`src/hdl/tbi_pkg.sv`:
```
package tbi_pkg;

	// Number of register stages in the geometry front end, from the accepted
	// transaction to the entry written into the queue.
	localparam int FRONT_LAT = 7;

	// Depth of the queue between the front end and the divider back end.
	localparam int QDEPTH = 16;
	localparam int QPTR_W = $clog2(QDEPTH);
	localparam int QCNT_W = $clog2(QDEPTH + 1);

	// The front end may have this many transactions in flight that have not
	// reached the queue yet, so the queue must keep that much room free.
	localparam int QROOM = FRONT_LAT + 1;

	typedef logic [QCNT_W-1:0] qcnt_t;

endpackage

```
`src/hdl/tbi_queue.sv`:
```
module tbi_queue #(
	parameter int W = 8
) (
	input  logic               clk,
	input  logic               arst_n,
	input  logic               push,
	input  logic [W-1:0]       wdata,
	output logic               out_valid,
	output logic [W-1:0]       rdata,
	output tbi_pkg::qcnt_t     count
);

	logic [W-1:0]               mem_q [tbi_pkg::QDEPTH];
	logic [tbi_pkg::QPTR_W-1:0] wptr_q, rptr_q;
	tbi_pkg::qcnt_t             cnt_q;
	logic                       pop;
	logic                       valid_q;
	logic [W-1:0]               rdata_q;

	// The back end never stalls, so an entry leaves as soon as it is there.
	assign pop = (cnt_q != '0);

	always_ff @(posedge clk or negedge arst_n) begin
		if (!arst_n) begin
			wptr_q  <= '0;
			rptr_q  <= '0;
			cnt_q   <= '0;
			valid_q <= 1'b0;
		end else begin
			if (push) begin
				wptr_q <= wptr_q + 1'b1;
			end
			if (pop) begin
				rptr_q <= rptr_q + 1'b1;
			end
			cnt_q   <= cnt_q + tbi_pkg::qcnt_t'(push) - tbi_pkg::qcnt_t'(pop);
			valid_q <= pop;
		end
	end

	always_ff @(posedge clk) begin
		if (push) begin
			mem_q[wptr_q] <= wdata;
		end
		rdata_q <= mem_q[rptr_q];
	end

	assign out_valid = valid_q;
	assign rdata     = rdata_q;
	assign count     = cnt_q;

endmodule

```
`config.mk`:
```
export PLATFORM = sky130hd
export DESIGN_NAME = tbi_queue
export DESIGN_NICKNAME = d
export VERILOG_FILES = /design/src/hdl/tbi_pkg.sv /design/src/hdl/tbi_queue.sv
export SDC_FILE = /design/constraint.sdc
export NUM_CORES = 1
export LEC_CHECK = 0
export BUFFER_PORTS_ARGS = -buffer_cell sky130_fd_sc_hd__buf_2
export CORE_AREA = 2 2 111 113
export DETAILED_ROUTE_END_ITERATION = 8
export DIE_AREA = 0 0 113 115
export GPL_ROUTABILITY_DRIVEN = 1
export PLACE_DENSITY = 0.67
export SLEW_MARGIN = 5
export SYNTH_ARGS = -nofsm -noshare
export SYNTH_HDL_FRONTEND = slang
export SYNTH_SLANG_ARGS = --single-unit
```
`constraint.sdc`:
```
create_clock -name clk -period 2.7 [get_ports clk]
set_input_delay 0.27 -clock clk [delete_from_list [all_inputs] [get_ports clk]]
set_output_delay 0.27 -clock clk [all_outputs]
set_load 0.05 [all_outputs]
```
== Word-level counts from Yosys, hierarchy flattened ==
Memory sizes are Yosys's and may differ from the RTL's. A register that Yosys moved wholly into a read port is not among the register bits.
Index checks and enable logic that the tools add are counted.

* Multiplexer cells: 2
* Add/subtract/negate cells: 4
* Reduce and logical (&&, ||, !) cells: 1

{| class="wikitable"
|+ Operators by type and width
! operator !! number
|-
| $add 4x1->4 const B || 2
|-
| $add 5x1->5 || 1
|-
| $reduce_bool 5->1 || 1
|-
| $sub 5x1->5 || 1
|-
| $mux 1 || 2
|}

* Memories: 1
* Bits in writable memories: 128
* Bits in registers: 14
* Logic and storage cells: 12
* Output and inout port bits: 14

{| class="wikitable"
|+ Memories
! memory !! words !! width !! read ports !! clocked after Yosys merged registers in !! write ports !! RTL line !! RTL
|-
| mem_q || 16 || 8 || 1 || 1 || 1 || tbi_queue.sv:13 || <nowiki>logic [W-1:0] mem_q [tbi_pkg::QDEPTH];</nowiki>
|}

== Logic depth before layout (Yosys ltp) ==
Gate-level depths: netlist of the first run.

* Word-level depth: 2
* Depth in mapped cells: 11
* Mapped depth without buffers: 10

== Worst setup path before layout of the first run ==
OpenSTA, ideal clock, no wires.

* Path kind: flip-flop to flip-flop
* From: register cnt_q[3] (netlist: count[3])
* To: register cnt_q[4] (netlist: count[4])
* Library setup time: 124 ps
* Stages on the path, launching flop included: 12
* Data required time: 2576 ps
* Arrival time: 2627 ps
* Setup slack: -51 ps
* Path buffers: 1
* Cell sequence: dfrtp_1 inv_1 ha_1 or4b_1 clkbuf_1 ha_1 inv_1 ha_1 fa_1 a21oi_1 o21bai_1 xnor2_1

* Word-level cells in the longest chain between the ends: 2

{| class="wikitable"
|+ RTL lines
! what !! RTL line !! RTL
|-
| start: declaration || tbi_queue.sv:15 || <nowiki>tbi_pkg::qcnt_t cnt_q;</nowiki>
|-
| start signal: assignment || tbi_queue.sv:36 || <nowiki>cnt_q <= cnt_q + tbi_pkg::qcnt_t'(push) - tbi_pkg::qcnt_t'(pop);</nowiki>
|-
| $reduce_bool 5->1 || tbi_queue.sv:21 || <nowiki>assign pop = (cnt_q != '0);</nowiki>
|-
| via pop || tbi_queue.sv:16 || <nowiki>logic pop;</nowiki>
|-
| $sub 5x1->5 || tbi_queue.sv:36 ||
|}

The timed path passes the listed nets, and every way through them passes these cells.
A chain may end at the register's enable or synchronous reset.

== Worst setup path after layout of the first run ==
* From: register cnt_q[2] (netlist: count[2])
* To: register cnt_q[4] (netlist: count[4])

* Word-level cells in the longest chain between the ends: 2

{| class="wikitable"
|+ RTL lines
! what !! RTL line
|-
| $add 5x1->5 or $reduce_bool 5->1 (tied branches) || tbi_queue.sv:36, tbi_queue.sv:21
|-
| $sub 5x1->5 (*) || tbi_queue.sv:36
|}

Every way passes the cells marked *; elsewhere a longest branch is shown, timed or not.

==> results of run 1 <==
registers in the layout (all words and copies together) (netlist names):
name / cells
rptr_q: 4
wptr_q: 4
count: 5
out_valid: 1
rdata: 8
mem_q: 128
cell families (layout without fill, tap and decap cells):
| family | Yosys count | count (layout) |
|---|---|---|
| multiplexers | 33 | 33 |
| AO/OA/AOI/OAI | 21 | 21 |
| flip-flops | 150 | 150 |
| XOR/XNOR | 10 | 10 |
| adder cells (fa/ha/maj) | 12 | 12 |
| AND/OR/NAND/NOR | 41 | 41 |
| buffers and inverters | 23 | 71 |
worst max-delay path by stage:
stage / slack [ps] / startpoint / depth (start not counted) / endpoint
CTS: 180 / count[2] / 10 / count[4]
finish: 200 / count[2] / 10 / count[4]
global route: 30 / count[3] / 10 / count[4]
detailed placement: 190 / count[2] / 10 / count[4]
floorplan: 40 / count[2] / 11 / count[4]
global placement: 250 / count[3] / 10 / count[4]
critical path, delay by kind of cell (launching register included):
kind	cells	cell delay, ps
flops	1	410
buf+inv	2	120
simple gates	1	460
compound gates	2	240
fa+ha+maj	4	1030
xor+xnor	1	130
per-layer routing:
metal | part of all wire | track usage | wire length [µm] | vias up
li1 | - | - | - | 1233
met1 | 0.43 | 0.219 | 4390 | 1398
met2 | 0.51 | 0.286 | 5180 | 62
met3 | 0.046 | 0.0469 | 470 | 11
met4 | 0.014 | 0.0780 | 141 | 0
met5 | 0 | 0 | 0 | -
final cells by class:
cell class / count / area share
clock inverters: 15 / 0.0309
clock buffers: 17 / 0.0626
flip-flops and latches: 150 / 0.641
inverters: 8 / 0.00442
repair buffers: 31 / 0.0276
multi-input cells: 117 / 0.206
well taps: 147 / 0.0271
cell usage in the layout (no fill, tap or decap), drive strengths merged, types with 7 or more instances in the layout:
master | synthesis | routed
buf | 7 | 30
inv | 8 | 8
dfrtp | 14 | 14
clkbuf | 5 | 17
clkinv | 0 | 7
a22oi | 16 | 16
dfxtp | 8 | 8
edfxtp | 128 | 128
nand2 | 14 | 14
and2 | 10 | 10
mux4 | 32 | 32
ha | 11 | 11
power by group:
group          switching, mW  internal, mW  total, mW
registers              0.192          2.89       3.09
logic                   1.32         0.904       2.22
clock network          0.878          1.63       2.50
total                   2.39          5.42       7.81
stage by stage:
stage | cells | hold slack, ps
3_3_place_gp | 452 | 183
5_1_grt | 485 | 232
2_1_floorplan | 290 | -25.6
4_1_cts | 485 | 200
3_5_place_dp | 452 | 190
6_report | 485 | 215
==> results.tsv, run 1 <==
metric	value	unit
Crit Path Class	flip-flop to flip-flop	
Worst EP required	3000	ps
placed inst area	6150	µm²
Starting DRT DRC Count	172	
GRT overflow	0	
mux share of post-synthesis cell area	0.133	
Worst slew margin	0.502	
reg-to-reg setup timing slack	200	ps
die area	13000	µm²
CTS sink count	150	
Ys Warns	0	
global-route wire length before repair	15900	µm
post-synthesis simple-gate area fraction	0.0373	
largest net degree at the start of global routing	34	
Total GRT Usage	0.174	
HP Class	input port to flip-flop	
Hold Crit Start	push	
Yosys cell types	33	
Area contributors post-synth	edfxtp_1 (65%), mux4_2 (6.9%), mux4_1 (6.2%), dfrtp_1 (5.9%), dfxtp_1 (2.7%)	
count leader, synth	edfxtp_1	
overall power	7.81	mW
post-detail-place hpwl	6200	µm
worst slack, placed	195	ps
Synth Flop Type	edfxtp_1	
via count	2704	
maximum VDD drop	0.820	mV
cell taking the most area after synthesis	edfxtp_1	
final count of hold timing violations	0	
DR pass1 iterations	6	
Filler Cell Count	880	
Port Buf Inserts	24	
mapped cell area	5900	µm²
Post-synth EDFFs	128	
Achievable Freq	0.400	GHz
Worst-Skew Late Latency	410	ps
Worst-Margin Slew	745	ps
number of synthesized register bits	150	
most used cell, CP	ha_1	
Worst-path clk slew	60	ps
final instance area	6800	µm²
post-layout min period	2500	ps
clock skew	4.03	ps
share of cells above drive strength 1	0.246	
postcts setup bufs	0	
# rows	40	
CTS tree	yes	
worst setup margin	201	ps
Synth Area in Compound Gates	0.0254	
Gate Count Post-Synth	290	
Setup TNS	0	ps
Initial Utilization	0.500	
LEAKAGE	2.42	nW
final worst-path cycle share	0.926	
cts hold-fix bufs	1	
crit-path cells	inv_1, ha_1, or4b_1, ha_1, inv_1, ha_1, fa_1, a21oi_1, o21bai_1, xnor2_1	
clock root buffer	clkbuf_16	
worst hold path depth	2	
gpl congestion	0.704	
Wirelength per Cell	21.0	µm
power per cell area	1150	nW/µm²
largest family of logic cells by synthesized area	multiplexers	
Die W	113	µm
DR vias/cell	5.58	
CTS buffer count	17	
Adder-Cell Fraction of Synth Area	0.0267	
Worst EP arrival	2800	ps
status	finished, violations left	
vias in the first global route	2818	
CP max stage cell	or4b_1	
Hold Path Sink	wptr_q[0]	
RSZ-0062 raised after global routing	false	
final WL	10200	µm
n_diodes	0	
share of the synthesized area in the top cell type	0.651	
Core Util, Final	0.575	
I/O pin cnt	25	
H-tree Lvls	4	
Synth async-reset ratio	0.0933	
xor-xnor portion of the synthesized cell area	0.0148	
CORE AREA	11800	µm²
Reg2Reg Depth	10	
r2r endpoint	count[4]	
Final Max Slew Viols	0	
Max FO, Critical Path	3	
CTS resizes	0	
r2r startpoint	count[2]	
P&R area growth vs syn	15.2	%
Synth top cells by count	edfxtp_1 (128), mux4_2 (18), a22oi_1 (16)	
FF+latch area	4360	µm²
multi-input logic area	1400	µm²
Die Height	115	µm
# DRC	1	
Avg Inst Size Synth	20.3	µm²
CP Launch Type	flip-flop	
Clock Tree Buf Depth	2	
endpoint class of the critical path	flip-flop	
max incr delay on CP	460	ps
initial antenna violation count	0	
setup violators final	0	
max cap viols	0	
# nets final	348	
syn_nets	313	
DRT antenna net count	0	
sequential share of the synthesized area	0.738	
failing checks	DRC	
Power figures use the tool's default switching activity.
==> run 2, diff against run 1 <==
- CORE_AREA: 2 2 111 113 -> 3 3 112 114
- DIE_AREA: 0 0 113 115 -> 0 0 115 117
==> run 2 against run 1 <==
The run now ends clean. Flip-flop and latch count unchanged. Power rose by 2.9%. Register-to-register slack worse by 30 ps. Worst setup slack lost 34 ps. Cell area is 0.87% higher. Fmax down 1.4%. Wire length is 3.6% higher. Largest cell class unchanged.
==> results.tsv, run 2 (synthesis results as in run 1) <==
metric	value	unit
Clock Power Share	0.334	
vias in the first global route	2942	
met3 GRT Util	0.0483	
RSZ-0062 raised after global routing	false	
# nets final	350	
sw frac	0.299	
Worst EP arrival	2830	ps
n_diodes	0	
routing usage on met2	0.281	
# rows	39	
WHS	215	ps
share of cells above drive strength 1	0.247	
Post-Layout Cell Count	483	
Die Height	117	µm
Worst slew margin	0.436	
Crit Path Class	flip-flop to flip-flop	
final count of hold timing violations	0	
DR pass1 iterations	4	
Wirelength per Cell	21.8	µm
via count	2746	
Setup TNS	0	ps
Port Buf Inserts	24	
max cap viols	0	
Die W	115	µm
I/O pin cnt	25	
largest net degree at the start of global routing	22	
LEAKAGE	2.45	nW
r2r startpoint	count[2]	
endpoint class of the critical path	flip-flop	
final worst-path cycle share	0.938	
Worst-Margin Slew	844	ps
CORE AREA	11500	µm²
H-tree Lvls	4	
gpl congestion	0.721	
share of power burned in registers	0.386	
most common cell after layout, fill and taps aside	edfxtp_1	
postcts setup bufs	0	
power per cell area	1170	nW/µm²
GRT overflow	0	
final WL	10500	µm
Filler Cell Count	826	
Worst EP required	2990	ps
crit-path cells	inv_1, ha_1, or4b_1, ha_1, inv_1, ha_1, fa_1, a21oi_1, o21bai_1, xnor2_1	
post-layout min period	2530	ps
post-detail-place hpwl	6690	µm
Total GRT Usage	0.174	
CTS tree	yes	
Final Max Slew Viols	0	
Max FO, Critical Path	3	
die area	13500	µm²
DRT antenna net count	0	
status	complete, no violations	
global-route wire length before repair	16300	µm
clock root buffer	clkbuf_16	
Initial Utilization	0.512	
Post-Place Cells	450	
number of flip-flops in the largest register	128	
Starting DRT DRC Count	185	
P&R area growth vs syn	16.2	%
most used cell, CP	ha_1	
Worst-path clk slew	60	ps
P_sw	2.40	mW
CP max stage cell	or4b_1	
GRT Max-Usage Layer	met2	
met1 Resource Use GR	0.224	
Pint	5.63	mW
CTS sink count	150	
Achievable Freq	0.395	GHz
Worst-Skew Late Latency	410	ps
maximum VDD drop	0.826	mV
Hold Crit Start	push	
Clock Tree Buf Depth	2	
Setup crit start	count[2]	
initial antenna violation count	0	
setup violators final	0	
# DRC	0	
HP Class	input port to flip-flop	
register with the most flip-flops	mem_q	
CTS buffer count	17	
clock skew	6.78	ps
max incr delay on CP	470	ps
commonest cells after routing, fill and taps aside	edfxtp_1 (128), buf_2 (24), mux4_2 (18)	
CP Launch Type	flip-flop	
DR vias/cell	5.69	
Combinational Power Share	0.280	
-- run 2: layout make-up --
class / instances / area (µm²) / share of cell area
sequential: 150 / 4360 / 0.636
multi-input combinational: 117 / 1400 / 0.204
clock buffer: 18 / 429 / 0.0626
clock inverter: 14 / 255 / 0.0372
timing repair buffer: 33 / 203 / 0.0296
tap: 143 / 179 / 0.0261
inverter: 8 / 30.0 / 0.00438
-- run 2: routing by layer --
metal  part of all wire  up-vias
met5                  0        -
met4              0.019        0
met3              0.042       15
met2               0.50       73
met1               0.44     1417
li1                   -     1241
-- run 2: worst paths after layout --
check / slack (ps) / to / cells past startpoint
max: 170 / count[4] / 10
min: 210 / wptr_q[0] / 2
max reg2reg: 170 / count[4] / 10
min reg2reg: 550 / wptr_q[0] / 1
max in group asynchronous: 2140 / count[2] / 2
min in group asynchronous: 290 / rptr_q[2] / 2
-- run 2: power groups by stage --
stage	Sequential (mW)	Combinational (mW)	Clock, mW
4_1_cts	3.10	2.30	2.73
3_5_place_dp	3.15	2.29	0
2_1_floorplan	3.41	1.48	0
6_report	3.10	2.25	2.69
5_1_grt	3.15	2.44	2.83
3_3_place_gp	3.13	2.24	0
-- run 2: repair_timing --
| action | CTS | global route |
|---|---|---|
| gates resized for setup | 0 | 0 |
| hold buffers | 1 | 0 |
| hold endpoints to repair | 14 | 0 |
-- run 2: critical path: cells and delay by family (launching register included) --
| family | cells | cell delay [ps] |
|---|---|---|
| AOI/OAI and AO/OA | 2 | 240 |
| xor gates and xnor gates | 1 | 130 |
| adders and majority gates | 4 | 1040 |
| buffers and inverters | 2 | 120 |
| DFF | 1 | 410 |
| and+or+nand+nor | 1 | 470 |
-- run 2: per-stage QoR --
step | setup WS (ps) | area [µm²] | power (mW) | utilization
2_1_floorplan | 43.5 | 5900 | 4.89 | -
6_report | 166 | 6850 | 8.04 | 0.595
3_3_place_gp | 245 | 6160 | 5.37 | 0.535
4_1_cts | 148 | 6850 | 8.13 | 0.595
5_1_grt | 21.6 | 6850 | 8.41 | 0.595
3_5_place_dp | 163 | 6160 | 5.44 | 0.535
